$ cat config.mk
export PLATFORM = sky130hd
export DESIGN_NAME = salc_lookup
export DESIGN_NICKNAME = d
export VERILOG_FILES = /design/src/rtl/salc_pkg.sv /design/src/rtl/salc_lookup.sv
export SDC_FILE = /design/constraint.sdc
export NUM_CORES = 1
export LEC_CHECK = 0
export BUFFER_PORTS_ARGS = -buffer_cell sky130_fd_sc_hd__buf_2
export CAP_MARGIN = 20
export CORE_AREA = 2 2 443 445
export DETAILED_ROUTE_END_ITERATION = 7
export DIE_AREA = 0 0 445 447
export PLACE_DENSITY_LB_ADDON = 0.12
export SYNTH_ARGS = -nofsm -noshare
export SYNTH_HDL_FRONTEND = slang
export SYNTH_SLANG_ARGS = --single-unit
$ cat constraint.sdc
create_clock -name vclk -period 65.6
set_input_delay 19.68 -clock vclk [all_inputs]
set_output_delay 19.68 -clock vclk [all_outputs]
set_load 0.02 [all_outputs]
$ cat src/rtl/salc_pkg.sv
// ----------------------------------------------------------------------------
// salc_pkg
// Shared types and constants of the set-associative LRU cache tag model.
// ----------------------------------------------------------------------------
package salc_pkg;

	localparam int MAX_SETS     = 64;
	localparam int MAX_WAYS     = 8;
	localparam int SET_W        = 6;
	localparam int WAY_W        = 3;
	localparam int AGE_W        = 3;
	localparam int TAG_W        = 62;
	localparam int ADDR_W       = 64;
	localparam int CNT_W        = 32;
	localparam int WAYS_CFG_W   = 4;
	localparam int SETB_CFG_W   = 3;
	localparam int BLKB_CFG_W   = 5;
	localparam int CFG_DATA_W   = 5;
	localparam int CFG_IDX_W    = 2;

	localparam logic [AGE_W-1:0]      AGE_MAX        = '1;
	localparam logic [SETB_CFG_W-1:0] SET_BITS_MAX   = SETB_CFG_W'(SET_W);
	localparam logic [WAYS_CFG_W-1:0] WAYS_MAX       = WAYS_CFG_W'(MAX_WAYS);
	localparam logic [CNT_W-1:0]      CNT_MAX        = '1;

	localparam logic [SETB_CFG_W-1:0] SET_BITS_RST   = 3'd4;
	localparam logic [WAYS_CFG_W-1:0] WAYS_RST       = 4'd1;
	localparam logic [BLKB_CFG_W-1:0] BLOCK_BITS_RST = 5'd4;

	localparam logic [CFG_IDX_W-1:0] REG_SET_BITS   = 2'd0;
	localparam logic [CFG_IDX_W-1:0] REG_WAYS       = 2'd1;
	localparam logic [CFG_IDX_W-1:0] REG_BLOCK_BITS = 2'd2;

	typedef enum logic [1:0] {
		KIND_FETCH  = 2'd0,
		KIND_LOAD   = 2'd1,
		KIND_STORE  = 2'd2,
		KIND_MODIFY = 2'd3
	} kind_t;

	typedef struct packed {
		logic [MAX_WAYS-1:0]             valid;
		logic [MAX_WAYS-1:0][AGE_W-1:0]  age;
		logic [MAX_WAYS-1:0][TAG_W-1:0]  tag;
	} row_t;

	typedef struct packed {
		logic             hit;
		logic             evicted;
		logic [WAY_W-1:0] way;
	} lookup_res_t;

	function automatic logic [CNT_W-1:0] sat_inc(input logic [CNT_W-1:0] v);
		sat_inc = (v == CNT_MAX) ? v : v + 1'b1;
	endfunction

endpackage

$ cat src/rtl/salc_lookup.sv
// ----------------------------------------------------------------------------
// salc_lookup
// Tag compare, victim choice and LRU age update for one set row.
// ----------------------------------------------------------------------------
module salc_lookup import salc_pkg::*; (
	input  row_t                  cur_row,
	input  logic [TAG_W-1:0]      tag,
	input  logic [WAYS_CFG_W-1:0] ways_in_use,
	output row_t                  nxt_row,
	output lookup_res_t           res
);

	logic [WAYS_CFG_W-1:0] ways_c;
	logic [MAX_WAYS-1:0]   act;
	logic                  found;
	logic                  have_inv;
	logic [WAY_W-1:0]      w;
	logic [WAY_W-1:0]      best;
	logic [AGE_W-1:0]      best_age;
	logic [AGE_W:0]        old_age;

	always_comb begin
		if (ways_in_use == '0) begin
			ways_c = WAYS_CFG_W'(1);
		end else if (ways_in_use > WAYS_MAX) begin
			ways_c = WAYS_MAX;
		end else begin
			ways_c = ways_in_use;
		end
		for (int j = 0; j < MAX_WAYS; j++) begin
			act[j] = (WAYS_CFG_W'(j) < ways_c);
		end

		found = 1'b0;
		w     = '0;
		for (int j = 0; j < MAX_WAYS; j++) begin
			if (!found && act[j] && cur_row.valid[j] && cur_row.tag[j] == tag) begin
				found = 1'b1;
				w     = WAY_W'(j);
			end
		end

		have_inv = 1'b0;
		best     = '0;
		best_age = '0;
		for (int j = 0; j < MAX_WAYS; j++) begin
			if (act[j] && !cur_row.valid[j] && !have_inv) begin
				have_inv = 1'b1;
				if (!found) begin
					w = WAY_W'(j);
				end
			end
			if (act[j] && cur_row.valid[j] && (j == 0 || cur_row.age[j] > best_age)) begin
				best     = WAY_W'(j);
				best_age = cur_row.age[j];
			end
		end
		if (!found && !have_inv) begin
			w = best;
		end

		res.hit     = found;
		res.evicted = !found && !have_inv;
		res.way     = w;

		// true lru: lines younger than the touched one age by one
		old_age = cur_row.valid[w] ? {1'b0, cur_row.age[w]} : {1'b1, {AGE_W{1'b0}}};
		nxt_row = cur_row;
		for (int j = 0; j < MAX_WAYS; j++) begin
			if (act[j] && WAY_W'(j) != w && cur_row.valid[j] &&
			    {1'b0, cur_row.age[j]} < old_age && cur_row.age[j] != AGE_MAX) begin
				nxt_row.age[j] = cur_row.age[j] + 1'b1;
			end
		end
		nxt_row.age[w]   = '0;
		nxt_row.valid[w] = 1'b1;
		if (!found) begin
			nxt_row.tag[w] = tag;
		end
	end

endmodule

Yosys cells after proc, flatten, opt, wreduce, memory -nomap -nowiden. Index checks and enable logic that the tools add are counted. Widths: inputs -> output; s select.

Register bits after elaboration: 0. Bits of input ports: 594. Output and inout port bits: 533. Word-level logic and storage cells: 249.

Add/sub/neg operators: 8. Magnitude comparators: 26. Equality and inequality tests: 23. Mux-type cells: 77. Bitwise operators: 3. Reduce and logical (&&, ||, !) cells: 112.

Operators by type and width (count): $bwmux 496 (1); $eq 62x62->1 (8); $mux 496 (1); $demux 62 s3 (1); $mux 3 (44); $logic_and 1x1->1 (86); $mux 62 (1); $lt 3x4->1 (8); $add 3x1->3 const B (8); $and 24x24->24 (1); $logic_not 1->1 (24); $ne 3x3->1 const B (8); $not 24->24 (1); $gt 3x3->1 (7); $mux 1 (20); $lt 3x4->1 const A (4); $mux 4 (3); $ne 3x3->1 const A (4); $bmux 3 s3 (1); $demux 3 s3 (1); $lt 1x4->1 const A (2); $lt 2x4->1 const A (2); $or 8x8->8 (1); $ne 2x3->1 const A (2); 9 further kinds (10).

Longest topological paths before layout. Gate-level depths: netlist of run 1.

Depth after elaboration: 67. Mapped depth: 66. Gate-level depth less buffers: 63.

Worst setup path before layout of run 1. No wires, ideal clock.

Path kind: input-to-output. Start point: input cur_row[520] (netlist bit). End point: output nxt_row[496] (netlist bit). Arrival: 32.040 ns. Required time: 45.920 ns. Slack: 13.880 ns. Cell stages on the path: 62. Path buffers: 3. Cells stage by stage: clkbuf_1 -> nand2_1 -> ha_1 -> o21a_1 -> o211ai_1 -> o21ai_0 -> ha_1 -> or2_2 -> maj3_1 -> and2_0 -> mux2i_1 -> and3_1 -> nor2_1 -> a21oi_1 -> ha_1 -> nor2_1 -> a221oi_1 -> nor2_1 -> [... 26 more ...] -> o21ai_0 -> nand2_1 -> a21oi_1 -> nand2_1 -> or3_1 -> buf_6 -> a31oi_1 -> nand2b_1 -> clkbuf_1 -> mux2_2 -> nor2_1 -> a211oi_1 -> o21ai_0 -> ha_1 -> or3_1 -> o21ai_0 -> o41ai_1 -> a311oi_1.

RTL lines: start, declared (line salc_lookup.sv:6) `input row_t cur_row,`; end, declared (line salc_lookup.sv:9) `output row_t nxt_row,`.

==> results.cfg, run 1 <==
[setup_path]
path_class = input port to output pin
path_max_fanout = 46
cp_slowest_cell = buf_4
required_ns = 45.92
cp_slowest_stage_delay_ns = 0.77
start_kind = input port
cp-end-kind = output pin
arrival_ns = 33.36

[sta]
finalSetupTns_ns = 0
fin_crit_sh = 0.808
min_period_ns = 53.04
holdWs_ns = 39.72
tightest_slew_ns = 1.06
hold_violations = 0
fin_ws_ns = 12.56
setup_viol = 0
fmax_mhz = 18.9
rsz0062_at_grt = no
slew_viol_final = 0
max-slew-margin-rel = 0.292

[clock_tree]
cts_resized = 0
post-cts-setup-buffers = 0
holdBufCountCts = 0

[detailed_routing]
wl_per_cell_um = 37.3
vias_per_cell = 3.87
initialDrtViolationCount = 1635
final_antenna_net_count = 0
via_count = 21866
firstDrtPassIters = 8
drc = 0
drt_wl_total_mm = 211

[cells_and_area]
multi_input_area_um2 = 15200
final_common_cell = buf_2
seq_cells = 0
layout.nets = 3677
drive_above_1_share = 0.557
n_clock_buffer = 0
area_delta_synth_final_pct = 50.3
seq_area_um2 = 0
postLayoutCellArea_um2 = 25000
layout_common_cells = 1128 x buf_2, 336 x xnor2_1, 330 x mux2_2, 137 x nand4_1, 135 x xor2_1
fill_cells = 22925

[yosys]
ys_seq_area_frac = 0
netlist_area_um2 = 16600
synth_nets = 2663
yosysUniqueCellTypes = 88
avgSynthCellArea_um2 = 8.20
ys_warn_count = 0
synthCells = 2024

[floorplan]
rows = 162
die_area_um2 = 199000
die_h_um = 447
ios = 1127
start_util = 0.0855
core_area_um2 = 194000
die_w_um = 445

[place]
place.gp.congestion = 0.854
dp_slack_ns = 12.03
hpwl_mm = 179
place_area_um2 = 24800
io_buffers = 1127

[min_path]
hold_class = input port to output pin

[job]
maxCapViolations = 0

[status]
status = finished, final reports clean

[power]
swShare = 0.668
seqPwrFrac = 0
finalPower_w = 0.000276
power_density_nw_per_um2 = 11.1
p_int_w = 0.0000915
p_leak_nw = 10.4
ir_drop_uv = 6.37
p_comb_frac = 1.000
clockPowerShare = 0
power_switching_w = 0.000184

[grt]
grt_pass1_vias = 21916
track_usage = 0.201
gr-total-overflow = 0
antenna_found_initial = 71
grt_max_degree = 62
grt_pass1_wl_mm = 259
==> routing by layer <==
metal	GRT usage	wire length [um]	vias to the layer above
met5	0	71	-
li1	-	-	9511
met1	0.254	88100	11097
met2	0.349	103000	1065
met3	0.0267	11800	181
met4	0.0680	7840	12
==> cells in the mapped netlist (4+ instances only) <==
library cell  number  area, um^2
nor3_1            18        90.1
mux2i_1            7        70.1
o22ai_1            6        37.5
or3_1             21         131
nand3_1           44         220
nand2_1          110         413
nor2_1            51         191
or4_1             17         128
o41ai_1            7        61.3
clkbuf_1          32         120
nor2b_1           18         113
buf_4             63         473
and2_1             6        37.5
nor4_1            66         413
inv_1             33         124
xnor2_1          336        2940
o2bb2ai_1          4        35.0
or2_2              9        56.3
nand2b_1          22         138
inv_2              4        15.0
a2111oi_0          4        35.0
a21o_1             5        37.5
mux2_4           110        1650
buf_6             13         146
buf_1              4        15.0
xor2_1           135        1180
a32oi_1           18         158
nor3_4             7         114
a211oi_1           6        45.0
a21oi_1           20         100
o21a_1             8        60.1
o2111ai_1          4        35.0
o211ai_1          11        82.6
buf_2             78         390
o21ai_0          104         521
o211a_1            5        50.1
ha_1              45         563
and3_1            18         113
mux2_2           330        3720
nand4_1          137         857
a311oi_1           6        52.6
buf_12             7         140
==> power groups by stage <==
| stage | Sequential, W | Clock, W | Combinational (W) |
|---|---|---|---|
| finish | 0 | 0.0000000000412 | 0.000276 |
| global route | 0 | 0.000000000108 | 0.000289 |
| CTS | 0 | 0 | 0.000278 |
| detailed placement | 0 | 0 | 0.000277 |
| global placement | 0 | 0 | 0.000278 |
| floorplan | 0 | 0 | 0.000146 |
==> critical path, delay by kind of cell <==
kind,cells,cell delay (ns)
fa+ha+maj,9,2.75
mux,4,1.23
buf+inv,6,1.64
simple gates,21,4.77
compound gates,17,3.12
==> path summary, 6_finish.rpt <==
check / cells after the start / slack, ns / from / endpoint
worst max-delay path: 57 / 12.56 / cur_row[520] / nxt_row[187]
worst min-delay path: 3 / 39.72 / cur_row[523] / nxt_row[523]
==> through the flow <==
stage | utilization | cells
floorplan | - | 2024
global placement | 0.128 | 5575
detailed placement | 0.128 | 5575
CTS | 0.128 | 5575
global route | 0.128 | 5629
finish | 0.129 | 5648
==> cell type report <==
class,count,area share
Antenna cell,70,0.00702
Multi-Input combinational cell,1789,0.609
Inverter,38,0.00582
Tap cell,2542,0.127
Timing Repair Buffer,1209,0.251
==> logic make-up (layout without fill, tap and decap cells) <==
| family | after synthesis | in the layout | synth area share |
|---|---|---|---|
| xor gates and xnor gates | 472 | 472 | 0.249 |
| adders and majority gates | 47 | 47 | 0.0351 |
| muxes | 449 | 449 | 0.329 |
| buffers and inverters | 235 | 1247 | 0.0861 |
| other | 0 | 70 | 0 |
| and+or+nand+nor | 572 | 572 | 0.197 |
| AOI/OAI and AO/OA | 249 | 249 | 0.103 |
No activity file was read; power rests on OpenSTA's default activity.
==> inputs of run 2 (changes only) <==
ABC_AREA = 1   (was not set)
CORE_AREA = 2 2 434 436   (was 2 2 443 445)
DIE_AREA = 0 0 436 438   (was 0 0 445 447)
clock period = 55.2 ns   (was 65.6 ns; I/O delays follow)
==> run 2 against run 1 <==
Compared with the run above: sequential share of layout area stayed put; highest routed layer unchanged; cell count is 21% higher; routed wire length is 28% higher; core utilization is 0.93 points higher; via count is 36% higher.
==> results.cfg, run 2 <==
[status]
status = finished, final reports clean

[yosys]
netlist_area_um2 = 16900
netlist.area_leader.share = 0.217
synth.largest_area_cell = nand2_1
synthCells = 3289
ys_warn_count = 0
synth_most_common_cell = nand2_1
ys_seq_area_frac = 0
yosysUniqueCellTypes = 53
avgSynthCellArea_um2 = 5.14
synth_nets = 3928
yosys-top-cells-count = 978 x nand2_1, 539 x o21ai_0, 250 x inv_1
yosys-top-cells-area = nand2_1 22%, o21ai_0 16%, xor2_1 11%

[sta]
tightest_slew_ns = 1.12
fin_crit_sh = 0.794
min_period_ns = 43.85
slew_viol_final = 0
setup_viol = 0
hold_violations = 0
finalSetupTns_ns = 0
max-slew-margin-rel = 0.250
fin_ws_ns = 11.35
rsz0062_at_grt = no
fmax_mhz = 22.8

[min_path]
hold_path_end = nxt_row[523]
hold_start = cur_row[523]
hold_depth = 3
hold_class = input port to output pin

[cells_and_area]
n_clock_buffer = 0
fill_cells = 22609
seq_area_um2 = 0
seq_cells = 0
utilization = 0.138
final_common_cell = buf_2
area_delta_synth_final_pct = 52.1
layout.nets = 4949
layout_common_cells = 1127 x buf_2, 972 x nand2_1, 538 x o21ai_0, 243 x inv_1, 224 x nor2_1
stdcell_count = 6856
drive_above_1_share = 0.334

[clock_tree]
cts_resized = 0
holdBufCountCts = 0
post-cts-setup-buffers = 0

[floorplan]
die_w_um = 436
die_area_um2 = 191000
die_h_um = 438
core_area_um2 = 187000
start_util = 0.0906
rows = 159
ios = 1127

[setup_path]
arrival_ns = 27.29
path_class = input port to output pin
cp_slowest_stage_delay_ns = 0.67
cp_slowest_cell = o21ai_0
start_kind = input port
cp-end-kind = output pin
path_max_fanout = 82
crit_top_cell = o21ai_0
required_ns = 38.64

[detailed_routing]
drc = 0
wl_per_cell_um = 39.5
firstDrtPassIters = 6
drt_wl_total_mm = 271
vias_per_cell = 4.34
initialDrtViolationCount = 3051
final_antenna_net_count = 0
via_count = 29741

[job]
maxCapViolations = 0

[place]
place.gp.congestion = 0.944
dp.cells = 6802
io_buffers = 1127
dp_slack_ns = 11.41
hpwl_mm = 234

[grt]
grt_pass1_vias = 27874
grt_pass1_wl_mm = 330
grt_max_degree = 102
gr-total-overflow = 0
antenna_found_initial = 97
track_usage = 0.268
==> run 2: cell types whose count changed after synthesis, moves of 70 or more <==
cell	previous run	this run
xnor2_1	336	104
mux2_4	110	0
xor2_1	135	205
or2_2	9	119
inv_1	33	250
mux2_2	330	0
nand2_1	110	978
o21ai_0	104	539
clkbuf_1	32	112
nor2_1	51	226
==> run 2: logic make-up after synthesis <==
kind of cell / after synthesis / synth area share
AOI/OAI and AO/OA: 619 / 0.189
xor gates and xnor gates: 309 / 0.160
adders and majority gates: 45 / 0.0333
buffers and inverters: 485 / 0.119
and+or+nand+nor: 1831 / 0.499
==> run 2: area by class of cell <==
| cell class | instances | area, um^2 | share of cell area |
|---|---|---|---|
| Antenna cell | 53 | 133 | 0.00516 |
| Inverter | 263 | 990 | 0.0385 |
| Multi-Input combinational cell | 2804 | 15000 | 0.581 |
| Tap cell | 2495 | 3120 | 0.121 |
| Timing Repair Buffer | 1241 | 6520 | 0.254 |
==> run 2: stage by stage <==
step	hold slack [ns]	area, um^2
floorplan	33.26	16900
global placement	33.47	25600
detailed placement	33.48	25600
CTS	33.48	25600
global route	33.50	25600
finish	33.47	25700
==> run 2: worst max-delay path: cells and delay by family <==
kind	cells	cell delay, ns
compound gates	14	3.32
simple gates	27	3.36
fa+ha+maj	7	2.11
buf+inv	7	1.76
==> run 2: worst max path at each step <==
stage	start	to	slack (ns)	depth (start not counted)
6_report	cur_row[520]	nxt_row[63]	11.35	55
5_1_grt	cur_row[520]	nxt_row[110]	10.50	55
4_1_cts	cur_row[520]	nxt_row[94]	11.36	55
3_5_place_dp	cur_row[520]	nxt_row[94]	11.41	55
3_3_place_gp	cur_row[520]	nxt_row[94]	11.21	55
2_1_floorplan	cur_row[498]	nxt_row[517]	13.25	62
==> run 2: layer usage <==
metal  part of all wire  GRT usage  vias up
li1                   -          -    12973
met1               0.43      0.346    14789
met2               0.47      0.451     1716
met3              0.065     0.0452      247
met4              0.034     0.0834       16
met5            0.00039          0        -
==> inputs of run 3 (changes only) <==
clock period = 37.4 ns   (was 55.2 ns; I/O delays follow)
==> run 3 against run 2 <==
Compared with the run above: routed wire length is essentially flat; cell count shrank 0.19%; largest cell class unchanged; count of clock-buffer cells in the layout is the same; critical path type unchanged; global-route usage is essentially flat; sequential share of layout area is the same.
==> results.cfg, run 3 (synthesis results as in run 2) <==
[setup_path]
cp_slowest_stage_delay_ns = 0.71
path_max_fanout = 82
startpoint = cur_row[520]
path_class = input port to output pin
crit_path_end = nxt_row[94]
required_ns = 26.18
start_kind = input port
cp_slowest_cell = o21ai_0
crit_top_cell = o21ai_0
arrival_ns = 21.91
cp-end-kind = output pin

[floorplan]
die_w_um = 436
start_util = 0.0906
die_h_um = 438
core_area_um2 = 187000
die_area_um2 = 191000
ios = 1127
rows = 159

[power]
ir_drop_uv = 6.17
power_density_nw_per_um2 = 21.3
finalPower_w = 0.000546
p_leak_nw = 13.1

[sta]
setup_viol = 0
slew_viol_final = 0
max-slew-margin-rel = 0.204
fin_ws_ns = 4.27
rsz0062_at_grt = no
fin_crit_sh = 0.886
min_period_ns = 33.13
hold_violations = 0
fmax_mhz = 30.2
tightest_slew_ns = 1.19
finalSetupTns_ns = 0

[detailed_routing]
firstDrtPassIters = 6
drc = 0
via_count = 29545
initialDrtViolationCount = 3242
final_antenna_net_count = 0
drt_wl_total_mm = 271
vias_per_cell = 4.32
wl_per_cell_um = 39.6

[grt]
grt_pass1_wl_mm = 328
antenna_found_initial = 109
grt_max_degree = 101
track_usage = 0.268
gr-total-overflow = 0
grt_pass1_vias = 27277

[place]
hpwl_mm = 235
place_area_um2 = 25600
dp_slack_ns = 4.37
io_buffers = 1127
dp.cells = 6801
place.gp.congestion = 0.943

[cells_and_area]
fill_cells = 22633
seq_area_um2 = 0
layout_common_cells = 1127 x buf_2, 972 x nand2_1, 538 x o21ai_0, 242 x inv_1, 224 x nor2_1
postLayoutCellArea_um2 = 25700
layout.nets = 4947
drive_above_1_share = 0.334
final_common_cell = buf_2
seq_cells = 0
area_delta_synth_final_pct = 51.7
n_clock_buffer = 0
stdcell_count = 6843

[status]
status = finished, final reports clean

[min_path]
hold_class = input port to output pin

[job]
maxCapViolations = 0

[clock_tree]
post-cts-setup-buffers = 0
cts_resized = 0
holdBufCountCts = 0
run 3: cell types whose count changed in the layout (fill, tap and decap cells not counted), sizes merged:
cell and delta:
buf -1, clkbuf -1, clkinv +1, diode -11, inv -1
run 3: worst min-delay path by stage:
stage / cells past startpoint / slack [ns] / end / start
floorplan: 1 / 22.58 / nxt_row[523] / cur_row[523]
global placement: 4 / 22.79 / nxt_row[525] / cur_row[525]
detailed placement: 4 / 22.79 / nxt_row[525] / cur_row[525]
CTS: 4 / 22.80 / nxt_row[525] / cur_row[525]
global route: 4 / 22.82 / nxt_row[527] / cur_row[527]
finish: 4 / 22.79 / nxt_row[525] / cur_row[525]
run 3: critical path: cells and delay by family:
kind	cells	cell delay, ns
AO/OA/AOI/OAI	14	3.40
AND/OR/NAND/NOR	26	3.25
adder cells (fa/ha/maj)	7	2.10
buffers and inverters	7	1.77
run 3: per-layer routing:
metal / GRT usage / part of all wire / vias to the layer above
met1: 0.350 / 0.43 / 14535
li1: - / - / 12956
met4: 0.0814 / 0.037 / 16
met2: 0.450 / 0.47 / 1778
met5: 0 / 0.00034 / -
met3: 0.0406 / 0.066 / 260
run 3: power by group:
part | internal, W | switching (W)
logic | 0.000137 | 0.000409
registers | 0 | 0
clock network | 0.0000000000374 | 0
run 3: final cells by class:
class	count	area [um^2]	area share
multi-input combinational	2804	15000	0.583
timing repair buffer	1239	6480	0.253
antenna	42	105	0.00410
inverter	263	990	0.0386
tap	2495	3120	0.122
run 3: metrics by stage:
| stage | util | hold WS (ns) |
|---|---|---|
| 6_report | 0.137 | 22.79 |
| 5_1_grt | 0.137 | 22.82 |
| 2_1_floorplan | - | 22.58 |
| 3_3_place_gp | 0.137 | 22.79 |
| 3_5_place_dp | 0.137 | 22.79 |
| 4_1_cts | 0.137 | 22.80 |
